### config.mk
export PLATFORM = sky130hd
export DESIGN_NAME = first_fit_heap_allocator_top
export DESIGN_NICKNAME = d
export VERILOG_FILES = /design/src/hdl/ffha_pkg.sv /design/src/hdl/ffha_seg_mem.sv /design/src/hdl/first_fit_heap_allocator_top.sv
export VERILOG_INCLUDE_DIRS = /design/src /design/src/hdl
export SDC_FILE = /design/constraint.sdc
export NUM_CORES = 2
export LEC_CHECK = 0
export CAP_MARGIN = 20
export CORE_MARGIN = 2
export CORE_UTILIZATION = 40
export CTS_CLUSTER_SIZE = 16
export DETAILED_ROUTE_END_ITERATION = 16
export DONT_BUFFER_PORTS = 1
export GPL_TIMING_DRIVEN = 0
export PLACE_DENSITY = 0.64
export SLEW_MARGIN = 0
export SYNTH_ARGS = -nofsm -noshare
export SYNTH_HDL_FRONTEND = slang
export SYNTH_SLANG_ARGS = --single-unit
export TNS_END_PERCENT = 10
### constraint.sdc
create_clock -name clk -period 6.07 [get_ports clk]
set_input_delay 0.607 -clock clk [delete_from_list [all_inputs] [get_ports clk]]
set_output_delay 0.607 -clock clk [all_outputs]
set_load 0.02 [all_outputs]
### src/hdl/assert_macros.svh
// Assertion macros shared by the allocator RTL.
`ifndef ASSERT_MACROS_SVH
`define ASSERT_MACROS_SVH

// Implication checked on every rising edge outside reset.
`define FFHA_ASSERT_IMPL(name, ante, cons) \
	name: assert property (@(posedge clk) disable iff (!arst_n) (ante) |-> (cons)) \
		else $error("allocator implication violated");

// Implication whose consequent is checked in the cycle after the antecedent.
`define FFHA_ASSERT_NEXT(name, ante, cons) \
	name: assert property (@(posedge clk) disable iff (!arst_n) (ante) |=> (cons)) \
		else $error("allocator sequence violated");

// Invariant checked on every rising edge outside reset.
`define FFHA_ASSERT_ALWAYS(name, expr) \
	name: assert property (@(posedge clk) disable iff (!arst_n) (expr)) \
		else $error("allocator invariant violated");

`endif

### src/hdl/ffha_pkg.sv
// Types, constants and sequencer states of the first-fit heap allocator.
package ffha_pkg;

	localparam int ADDR_W             = 48;
	localparam int SIZE_W             = 24;
	localparam int BYTES_W            = 25;
	localparam int STATUS_W           = 2;
	localparam int GRAIN              = 16;
	localparam int ROUND_ADD          = 15;
	localparam int DEF_MAX_SEGMENTS   = 64;
	localparam int DEF_HEADER_BYTES   = 32;
	localparam int DEF_HEAP_MAX_BYTES = 16777216;

	localparam logic CMD_ALLOC = 1'b0;
	localparam logic CMD_FREE  = 1'b1;

	localparam logic REG_HEAP_BASE  = 1'b0;
	localparam logic REG_HEAP_BYTES = 1'b1;

	localparam logic [STATUS_W-1:0] STAT_OK   = 2'd0;
	localparam logic [STATUS_W-1:0] STAT_OOM  = 2'd1;
	localparam logic [STATUS_W-1:0] STAT_BAD  = 2'd2;
	localparam logic [STATUS_W-1:0] STAT_NULL = 2'd3;

	typedef struct packed {
		logic              command;
		logic [SIZE_W-1:0] req_size;
		logic [ADDR_W-1:0] ptr;
	} cmd_beat_t;

	typedef struct packed {
		logic [STATUS_W-1:0] status;
		logic [ADDR_W-1:0]   addr;
	} res_beat_t;

	typedef struct packed {
		logic              free;
		logic [SIZE_W-1:0] size;
		logic [SIZE_W-1:0] offset;
	} seg_t;

	typedef struct packed {
		logic we;
		logic re;
	} mem_ctl_t;

	typedef enum logic [3:0] {
		S_INIT,
		S_IDLE,
		S_SCAN_RD,
		S_SCAN_CHK,
		S_INS_RD,
		S_INS_WR,
		S_SPLIT_WR,
		S_ALLOC_WR,
		S_NEXT_RD,
		S_NEXT_CHK,
		S_PREV_RD,
		S_PREV_CHK,
		S_FREE_WR,
		S_RM_RD,
		S_RM_WR,
		S_DONE
	} state_t;

endpackage

### src/hdl/ffha_seg_mem.sv
// Segment table memory: one write port, one registered read port.
module ffha_seg_mem
	import ffha_pkg::*;
#(
	parameter int DEPTH = DEF_MAX_SEGMENTS,
	parameter int IW    = $clog2(DEF_MAX_SEGMENTS)
) (
	input  logic          clk,
	input  mem_ctl_t      ctl,
	input  logic [IW-1:0] waddr,
	input  seg_t          wdata,
	input  logic [IW-1:0] raddr,
	output seg_t          rdata
);

	seg_t mem_q [DEPTH];
	seg_t rdata_q;

	always_ff @(posedge clk) begin
		if (ctl.we) begin
			mem_q[waddr] <= wdata;
		end
	end

	always_ff @(posedge clk) begin
		if (ctl.re) begin
			rdata_q <= mem_q[raddr];
		end
	end

	assign rdata = rdata_q;

endmodule

### src/hdl/first_fit_heap_allocator_top.sv
// Top level of the first-fit heap allocator with segment coalescing.
//
//   channel | signals                        | direction | beat
//   cmd     | cmd_valid cmd_stall cmd_beat   | in        | command, req_size, ptr
//   res     | res_valid res_stall res_beat   | out       | status, addr
//   cfg     | cfg_valid cfg_ready cfg_index  | in        | cfg_data (heap_base, heap_bytes)
//
// An allocate scans the segments; when the fitting one is split, it shifts later entries up
// and writes the new free tail before the entry. A free scans for the pointer, checks the
// neighbors, shifts entries down on each merge, and writes the freed entry unless it merged
// into the previous one. A miss ends at the last segment; a null free skips the scan. After
// reset and after each heap_bytes write, the table is rebuilt. A stalled result holds in the
// output register while the next command is processed.
module first_fit_heap_allocator_top
	import ffha_pkg::*;
#(
	parameter int MAX_SEGMENTS   = DEF_MAX_SEGMENTS,
	parameter int HEADER_BYTES   = DEF_HEADER_BYTES,
	parameter int HEAP_MAX_BYTES = DEF_HEAP_MAX_BYTES
) (
	input  logic              clk,
	input  logic              arst_n,
	input  logic              cmd_valid,
	output logic              cmd_stall,
	input  cmd_beat_t         cmd_beat,
	output logic              res_valid,
	input  logic              res_stall,
	output res_beat_t         res_beat,
	input  logic              cfg_valid,
	output logic              cfg_ready,
	input  logic              cfg_index,
	input  logic [ADDR_W-1:0] cfg_data
);

	localparam int IW = $clog2(MAX_SEGMENTS);
	localparam int CW = $clog2(MAX_SEGMENTS + 1);

	state_t              state_q, state_d, ret_q;
	logic [IW-1:0]       idx_q, k_q;
	logic [CW-1:0]       count_q;
	logic [BYTES_W-1:0]  need_q, need_in;
	logic [ADDR_W-1:0]   ptr_q, base_q, seg_addr;
	logic                cmd_q;
	logic [BYTES_W-1:0]  bytes_q, bytes_in;
	seg_t                cur_q, new_q, rdata, wdata;
	logic [STATUS_W-1:0] status_q;
	logic [ADDR_W-1:0]   addr_q;
	res_beat_t           res_q;
	logic                res_valid_q;
	mem_ctl_t            mem_ctl;
	logic [IW-1:0]       waddr, raddr;
	logic                cmd_fire, cfg_fire, res_load, is_last, fit, split_ok, hit;

	assign cmd_fire = cmd_valid && !cmd_stall;
	assign cfg_fire = cfg_valid && cfg_ready;
	assign cmd_stall = (state_q != S_IDLE) || cfg_valid;
	assign cfg_ready = (state_q == S_IDLE);
	assign res_load = (state_q == S_DONE) && (!res_valid_q || !res_stall);
	assign res_valid = res_valid_q;
	assign res_beat = res_q;

	assign need_in = (BYTES_W'(cmd_beat.req_size) + BYTES_W'(ROUND_ADD))
		& ~BYTES_W'(GRAIN - 1);

	always_comb begin
		bytes_in = cfg_data[BYTES_W-1:0];
		if (bytes_in < BYTES_W'(HEADER_BYTES + GRAIN)) begin
			bytes_in = BYTES_W'(HEADER_BYTES + GRAIN);
		end
		if (bytes_in > BYTES_W'(HEAP_MAX_BYTES)) begin
			bytes_in = BYTES_W'(HEAP_MAX_BYTES);
		end
	end

	assign seg_addr = base_q + ADDR_W'(rdata.offset) + ADDR_W'(HEADER_BYTES);
	assign is_last = (CW'(idx_q) + CW'(1)) == count_q;
	assign fit = rdata.free && ({1'b0, rdata.size} >= need_q);
	assign split_ok = (count_q < CW'(MAX_SEGMENTS)) &&
		({2'b0, rdata.size} >= ({1'b0, need_q} + (BYTES_W+1)'(HEADER_BYTES + GRAIN)));
	assign hit = (seg_addr == ptr_q);

	ffha_seg_mem #(
		.DEPTH (MAX_SEGMENTS),
		.IW    (IW)
	) u_mem (
		.clk   (clk),
		.ctl   (mem_ctl),
		.waddr (waddr),
		.wdata (wdata),
		.raddr (raddr),
		.rdata (rdata)
	);

	always_comb begin
		state_d = state_q;
		case (state_q)
			S_INIT: state_d = S_IDLE;
			S_IDLE: begin
				if (cfg_fire && cfg_index == REG_HEAP_BYTES) begin
					state_d = S_INIT;
				end else if (cmd_fire) begin
					if (cmd_beat.command == CMD_FREE && cmd_beat.ptr == '0) begin
						state_d = S_DONE;
					end else begin
						state_d = S_SCAN_RD;
					end
				end
			end
			S_SCAN_RD: state_d = S_SCAN_CHK;
			S_SCAN_CHK: begin
				if (cmd_q == CMD_ALLOC) begin
					if (fit) begin
						state_d = split_ok ? S_INS_RD : S_ALLOC_WR;
					end else begin
						state_d = is_last ? S_DONE : S_SCAN_RD;
					end
				end else begin
					if (hit) begin
						state_d = rdata.free ? S_DONE : S_NEXT_RD;
					end else begin
						state_d = is_last ? S_DONE : S_SCAN_RD;
					end
				end
			end
			S_INS_RD: state_d = (k_q == idx_q + IW'(1)) ? S_SPLIT_WR : S_INS_WR;
			S_INS_WR: state_d = S_INS_RD;
			S_SPLIT_WR: state_d = S_ALLOC_WR;
			S_ALLOC_WR: state_d = S_DONE;
			S_NEXT_RD: state_d = (CW'(idx_q) + CW'(1) < count_q) ? S_NEXT_CHK : S_PREV_RD;
			S_NEXT_CHK: state_d = rdata.free ? S_RM_RD : S_PREV_RD;
			S_PREV_RD: state_d = (idx_q != '0) ? S_PREV_CHK : S_FREE_WR;
			S_PREV_CHK: state_d = rdata.free ? S_RM_RD : S_FREE_WR;
			S_FREE_WR: state_d = S_DONE;
			S_RM_RD: state_d = (CW'(k_q) + CW'(1) < count_q) ? S_RM_WR : ret_q;
			S_RM_WR: state_d = S_RM_RD;
			S_DONE: state_d = res_load ? S_IDLE : S_DONE;
			default: state_d = S_IDLE;
		endcase
	end

	always_comb begin
		mem_ctl = '0;
		waddr = idx_q;
		raddr = idx_q;
		wdata = cur_q;
		case (state_q)
			S_INIT: begin
				mem_ctl.we = 1'b1;
				waddr = '0;
				wdata.offset = '0;
				wdata.size = SIZE_W'(bytes_q - BYTES_W'(HEADER_BYTES));
				wdata.free = 1'b1;
			end
			S_SCAN_RD: mem_ctl.re = 1'b1;
			S_INS_RD: begin
				mem_ctl.re = (k_q != idx_q + IW'(1));
				raddr = k_q - IW'(1);
			end
			S_INS_WR: begin
				mem_ctl.we = 1'b1;
				waddr = k_q;
				wdata = rdata;
			end
			S_SPLIT_WR: begin
				mem_ctl.we = 1'b1;
				waddr = idx_q + IW'(1);
				wdata = new_q;
			end
			S_ALLOC_WR: mem_ctl.we = 1'b1;
			S_NEXT_RD: begin
				mem_ctl.re = 1'b1;
				raddr = idx_q + IW'(1);
			end
			S_PREV_RD: begin
				mem_ctl.re = 1'b1;
				raddr = idx_q - IW'(1);
			end
			S_PREV_CHK: begin
				mem_ctl.we = rdata.free;
				waddr = idx_q - IW'(1);
				wdata.offset = rdata.offset;
				wdata.size = rdata.size + SIZE_W'(HEADER_BYTES) + cur_q.size;
				wdata.free = 1'b1;
			end
			S_FREE_WR: mem_ctl.we = 1'b1;
			S_RM_RD: begin
				mem_ctl.re = 1'b1;
				raddr = k_q + IW'(1);
			end
			S_RM_WR: begin
				mem_ctl.we = 1'b1;
				waddr = k_q;
				wdata = rdata;
			end
			default: mem_ctl = '0;
		endcase
	end

	always_ff @(posedge clk or negedge arst_n) begin
		if (!arst_n) begin
			state_q <= S_INIT;
			ret_q <= S_DONE;
			count_q <= CW'(1);
			base_q <= '0;
			bytes_q <= BYTES_W'(HEAP_MAX_BYTES);
			res_valid_q <= 1'b0;
		end else begin
			state_q <= state_d;
			if (cfg_fire && cfg_index == REG_HEAP_BASE) begin
				base_q <= cfg_data;
			end
			if (cfg_fire && cfg_index == REG_HEAP_BYTES) begin
				bytes_q <= bytes_in;
			end
			case (state_q)
				S_INIT: count_q <= CW'(1);
				S_SPLIT_WR: count_q <= count_q + CW'(1);
				S_NEXT_CHK: ret_q <= S_PREV_RD;
				S_PREV_CHK: ret_q <= S_DONE;
				S_RM_RD: begin
					if (!(CW'(k_q) + CW'(1) < count_q)) begin
						count_q <= count_q - CW'(1);
					end
				end
				default: ret_q <= ret_q;
			endcase
			if (res_load) begin
				res_valid_q <= 1'b1;
			end else if (!res_stall) begin
				res_valid_q <= 1'b0;
			end
		end
	end

	always_ff @(posedge clk) begin
		case (state_q)
			S_IDLE: begin
				cmd_q <= cmd_beat.command;
				need_q <= need_in;
				ptr_q <= cmd_beat.ptr;
				idx_q <= '0;
				addr_q <= '0;
				status_q <= STAT_NULL;
			end
			S_SCAN_CHK: begin
				if (cmd_q == CMD_ALLOC) begin
					if (fit) begin
						status_q <= STAT_OK;
						addr_q <= seg_addr;
						cur_q.offset <= rdata.offset;
						cur_q.size <= split_ok ? need_q[SIZE_W-1:0] : rdata.size;
						cur_q.free <= 1'b0;
						new_q.offset <= rdata.offset + SIZE_W'(HEADER_BYTES)
							+ need_q[SIZE_W-1:0];
						new_q.size <= rdata.size - need_q[SIZE_W-1:0]
							- SIZE_W'(HEADER_BYTES);
						new_q.free <= 1'b1;
						k_q <= count_q[IW-1:0];
					end else begin
						status_q <= STAT_OOM;
						idx_q <= idx_q + IW'(1);
					end
				end else begin
					if (hit && !rdata.free) begin
						status_q <= STAT_OK;
						cur_q.offset <= rdata.offset;
						cur_q.size <= rdata.size;
						cur_q.free <= 1'b1;
					end else begin
						status_q <= STAT_BAD;
						if (!hit) begin
							idx_q <= idx_q + IW'(1);
						end
					end
				end
			end
			S_INS_WR: k_q <= k_q - IW'(1);
			S_NEXT_CHK: begin
				if (rdata.free) begin
					cur_q.size <= cur_q.size + SIZE_W'(HEADER_BYTES) + rdata.size;
					k_q <= idx_q + IW'(1);
				end
			end
			S_PREV_CHK: k_q <= idx_q;
			S_RM_WR: k_q <= k_q + IW'(1);
			default: k_q <= k_q;
		endcase
		if (res_load) begin
			res_q.status <= status_q;
			res_q.addr <= addr_q;
		end
	end

`include "assert_macros.svh"

	`FFHA_ASSERT_ALWAYS(a_count_range, (count_q != '0) && (count_q <= CW'(MAX_SEGMENTS)))
	`FFHA_ASSERT_NEXT(a_cmd_leaves_idle, cmd_fire, state_q != S_IDLE)
	`FFHA_ASSERT_NEXT(a_bytes_rebuild, cfg_fire && cfg_index == REG_HEAP_BYTES, state_q == S_INIT)
	`FFHA_ASSERT_IMPL(a_done_only_once, res_load, state_d == S_IDLE)

endmodule
Word level (Yosys, flattened, before mapping) --
Memories as Yosys holds them, arrays and structs flattened. A register that Yosys moved wholly into a read port is not among the register bits. Cells that the tools add are included. W data, S select, Z words.
Word-level totals: register bits after elaboration 367, latch bits 0, memory bits (writable) 3136, bits in read-only memories 0, input bits 127, output and inout bits 53, logic and storage cells 171, memories kept 1
Memory list:
- u_mem.mem_q | words 64, width 49, rd ports 1, clocked after memory_dff 1, wr ports 1, RTL line ffha_seg_mem.sv:16 | seg_t mem_q [DEPTH];
Operators by class: add/subtract/negate cells 21, multipliers 0, div/mod/pow operators 0, $lt $le $gt $ge 7, eq/ne operators 32, shift-type cells 0, multiplexer cells 53, bitwise logic cells 2, reductions and logical operators 35
Operators with widths (number):
- $pmux W49 S4 | 1
- $mux W49 | 3
- $mux W48 | 2
- $pmux W48 S2 | 1
- $add A24 B24 Y24 | 3
- $add A24 B6 Y24 const B | 3
- $mux W24 | 3
- $pmux W4 S15 | 1
- $add A48 B24 Y48 | 1
- $add A48 B6 Y48 const B | 1
- $eq A48 B48 Y1 | 1
- $logic_not A48 Y1 | 1
- $pmux W24 S2 | 1
- $pmux W6 S4 | 2
- $sub A24 B6 Y24 const B | 2
- $mux W6 | 7
- $mux W4 | 9
- $eq A4 B4 Y1 const B | 8
- $pmux W6 S5 | 1
- $add A25 B6 Y26 const B | 1
- $ge A24 B26 Y1 | 1
- $add A24 B4 Y25 const B | 1
- $ge A24 B25 Y1 | 1
- $gt A25 B25 Y1 const B | 1
- other kinds (45) | 94

Depth between registers and ports, before layout --
depth after elaboration 7, depth in mapped cells 20, gate-level depth less buffers 18

Modules after synthesis --
A second synthesis with hierarchy kept.
Second synthesis, totals: cells, all modules 7911, area total of the unflattened synthesis 146445.5 sq um
Modules (own cells, without submodules):
- ffha_seg_mem | instances 1, cells an instance 5283, area each 120483.1 sq um, sequential area each 95641.7 sq um
- first_fit_heap_allocator_top | instances 1, cells an instance 2628, area each 25962.4 sq um, sequential area each 10507.6 sq um

Worst setup path before layout --
No wires, ideal clock.
kind reg-to-reg, from register, netlist name u_mem.rdata[1], to register cur_q[24] (netlist bit), enable pin, library setup time 420 ps, arrival time 5417 ps, required time 5650 ps, path slack 234 ps, stages on the path, launching flop included 18, buffers on the path 1, clock period less this slack 5836 ps, path through edfxtp_1 ha_1 ha_1 inv_1 fa_1 and2b_2 o221ai_2 a211o_1 a31oi_4 a31oi_4 buf_6 nor4_1 mux2i_1 o2111ai_1 nor4_2 and4_4 nand3b_2 a31oi_1
Between the ends: cells in the longest elaborated chain, start to end 6
Ends and longest elaborated chain:
- $add A48 B24 Y48 | RTL line first_fit_heap_allocator_top.sv:75 | assign seg_addr = base_q + ADDR_W'(rdata.offset) + ADDR_W'(HEADER_BYTES);
- $add A48 B6 Y48 | RTL line first_fit_heap_allocator_top.sv:75
- $eq A48 B48 Y1 | RTL line first_fit_heap_allocator_top.sv:80 | assign hit = (seg_addr == ptr_q);
- $logic_and A1 B1 Y1 | RTL line first_fit_heap_allocator_top.sv:264 | if (hit && !rdata.free) begin
- $ne A3 B3 Y1 (no line)
- $reduce_and A4 Y1 (no line)
- end, declared | RTL line first_fit_heap_allocator_top.sv:45 | seg_t cur_q, new_q, rdata, wdata;
No other way between the ends. A chain may end at the register's enable or synchronous reset.

Worst setup path in the final report --
from register state_q[0], to register, netlist name u_mem.rdata[4]
Between the ends: cells in the longest elaborated chain, start to end 3, elaborated cells on any way between the ends 8, classes of those cells 5 x eq/ne; 2 x mux; 1 x reduce/logical
Ends and longest elaborated chain:
- start, declared | RTL line first_fit_heap_allocator_top.sv:38 | state_t state_q, state_d, ret_q;
- start signal, assigned | RTL line first_fit_heap_allocator_top.sv:208 | state_q <= state_d;
- $eq A4 B4 Y1 / $eq A4 B2 Y1 (equally long branches) | RTL line first_fit_heap_allocator_top.sv:146 | case (state_q)
- $reduce_or A4 Y1 (no line)
- $pmux W1 S2 | RTL line first_fit_heap_allocator_top.sv:146
Several ways; a longest one is shown, not always the timed one.

==> run summary <==
# setup viols final: 0
die width: 609 um
Clock Skews: 0.0621 ns
Via density: 5.86
CTS tree: yes
Post-Synthesis Cells: 8002
post-synthesis cell area: 146000 um2
register bit total from synthesis: 3549
final hold vios: 0
dpl cells: 13000
synth unique cells: 96
clock root buffer: clkbuf_16
crit path to: u_mem.rdata[4]
Worst R2R Setup Slack: 0.05 ns
Clk Latency, worst-skew pair: 0.96 ns
IO Pins: 180
MaxCap Viol Count: 0
top-area cell type share of the netlist area: 71.0%
drt drc: 0
Post-Syn Nets: 8369
Yosys top cell by area: edfxtp_1
I/O Buffers: 0
Total Routing Usage GR: 22.0%
register area share after synthesis: 72.5%
CTS Buf Count: 359
period utilisation layout: 99.2%
storage element area: 106000 um2
fin crit period: 6.02 ns
Data required, critical path: 6.76 ns
Starting Density: 40.1%
proportion of layout cells with a drive suffix above 1: 22.4%
CTS sink cnt: 3549
RD Place Congestion: 1.03
CP Max Fanout: 11
Hold WC Path Type: in -> reg
R2R cell count: 14
Syn Area/Cell: 18.3 um2
PD cells: 282 nW/um2
most frequent cells in the layout: 3464 x edfxtp_1, 784 x mux4_2, 597 x nand2_1
Via Count: 81100
PnR worst setup slack: 0.0469 ns
Die ar.: 371000 um2
vias in the first global route: 80700
Post-synth ARST share: 2.40%
Worst Setup SP: state_q[0]
worst flop-to-flop path startpoint: state_q[0]
P&R area growth vs syn: 16.7%
Ys Warns: 0
Iter 0 DRT Violations: 10200
Rel. slew slack: 18.3%
Pins Over Slew Limit: 0
Static Leak: 51.7 nW
# fillers: 30100
unrepaired setup endpoints after global routing: yes
Max Fclk: 166 MHz
largest net degree at the start of global routing: 86
Worst EP arrival: 6.72 ns
Setup CP Type: reg -> reg
worst slew pin tran: 1.22 ns
Post-synth EDFFs: 3464
HPWL after DPL: 297000 um
first-pass GRT wire length: 590000 um
final non-filler cell total: 13800
nets: 9076
startpoint class of the critical path: register
Die H: 609 um
hold path depth: 3
ranking of synthesized cells by area: edfxtp_1 71%, mux4_2 12%, ha_1 2.0%
CTS clock-pin slew for the worst setup and hold paths: 0.07 ns
Row Count: 222
Setup WS pre-CTS: -2.38 ns
htree depth: 5
Max rail drop VDD: 0.226 mV
DRT Pass-1 Iters: 8
Routed WL: 417000 um
reg2reg end: u_mem.rdata[4]
status: finished clean
commonest non-fill, non-tap cell in the layout: edfxtp_1
WL per Instance: 30.1 um
multi-input logic area: 39400 um2
total gr overflow: 0
initial antenna violation count: 23
Core Region: 365000 um2
CP endpoint kind: register
clock buffer depth: 4
antenna viol nets, final: 0
Synth Flop Type: edfxtp_1
per-stage QoR:
step / total power [mW] / utilization [%] / hold slack [ns] / setup TNS, ns / instance area (um2)
after global placement: 27.0 / 41.8 / 0.323 / - / 153000
after floorplan: 27.0 / - / 0.311 / 0 / 146000
after global routing: 49.4 / 46.8 / 0.0537 / -0.154 / 171000
after CTS: 48.5 / 46.7 / 0.00932 / -0.224 / 171000
final: 48.2 / 46.8 / 0.0634 / 0 / 171000
after detailed placement: 27.0 / 43.1 / 0.323 / -93.94 / 157000
registers in the layout, summed over array words and instances (netlist names), 2 cells and up:
register,cells
status_q,2
k_q,6
state_q,4
u_mem.mem_q,3136
res_beat,50
count_q,7
bytes_q,24
ptr_q,48
new_q,48
cur_q,49
addr_q,48
base_q,48
idx_q,6
u_mem.rdata,49
need_q,21
routing by layer:
layer / wire (um) / vias to the layer above / track usage, %
met4: 21900 / 10 / 9.98
met5: 71 / - / 0
met3: 40100 / 652 / 4.38
met2: 187000 / 4137 / 33.5
met1: 167000 / 42300 / 30.8
li1: - / 33900 / -
worst max-delay path, cell delays in order (launching register included):
cell,delay (ns)
dfrtp_1,0.32
clkbuf_1,0.39
inv_1,0.26
nor2_1,0.44
nand3_1,0.37
o21ai_0,0.39
o21ai_0,0.23
o21ai_1,0.33
clkbuf_4,0.57
clkbuf_2,0.40
clkbuf_1,0.51
nand2_1,0.23
a311oi_1,0.66
a21oi_2,0.19
a21oi_1,0.47
how the worst min path moves through the flow:
| stage | from | end | slack [ns] |
|---|---|---|---|
| after detailed placement | arst_n | base_q[18] | 0.32 |
| final | cmd_beat[60] | need_q[15] | 0.06 |
| after global placement | arst_n | base_q[19] | 0.32 |
| after floorplan | arst_n | base_q[0] | 0.31 |
| after global routing | cmd_beat[68] | need_q[22] | 0.05 |
| after CTS | cmd_beat[60] | need_q[15] | 0.009 |
cells in the mapped netlist (63+ instances only):
cell      number
a211oi_1     252
a21oi_1      217
a311oi_1     102
a31oi_1      116
and2_1       209
buf_1         75
buf_2        100
clkbuf_1     268
dfrtp_1       83
edfxtp_1    3464
ha_1         236
inv_1        185
mux4_2       784
nand2_1      599
nand3_1       63
nor2_1       270
o21ai_0      123
xnor2_1      135
xor2_1        71
cell type report:
type	count	area share, %
Clock inverter	234	1.19
Sequential cell	3549	62.1
Multi-Input combinational cell	3823	23.1
Inverter	186	0.421
Antenna cell	12	0.0176
Tap cell	4816	3.53
Timing Repair Buffer	348	3.06
Buffer	442	1.14
Clock buffer	424	5.46
report_power, final:
| group | switching, mW | internal, mW | leakage (nW) |
|---|---|---|---|
| clock | 9.49 | 12.1 | 5.54 |
| sequential | 0.000000000000000124 | 26.5 | 29.7 |
| combinational | 0.0490 | 0.0644 | 16.4 |
kinds of logic (layout without fill, tap and decap cells):
group,after synthesis,in the layout,synth area share (%)
buffers and inverters,630,1634,1.70
XOR/XNOR,214,214,1.36
other,0,12,0
AND/OR/NAND/NOR,1391,1391,4.44
multiplexers,849,849,12.5
adder cells (fa/ha/maj),240,240,2.07
AO/OA/AOI/OAI,1129,1129,5.43
flip-flops,3549,3549,72.5
repair_timing:
| item | in CTS | in global routing |
|---|---|---|
| hold endpoints to repair | 228 | 0 |
| pin swaps | 5 | 5 |
| hold buffers | 127 | 0 |
| resized for setup | 192 | 48 |
| endpoints found under the setup margin | 156 | 111 |
| setup buffers | 0 | 11 |
No activity file was read; power rests on OpenSTA's default activity.
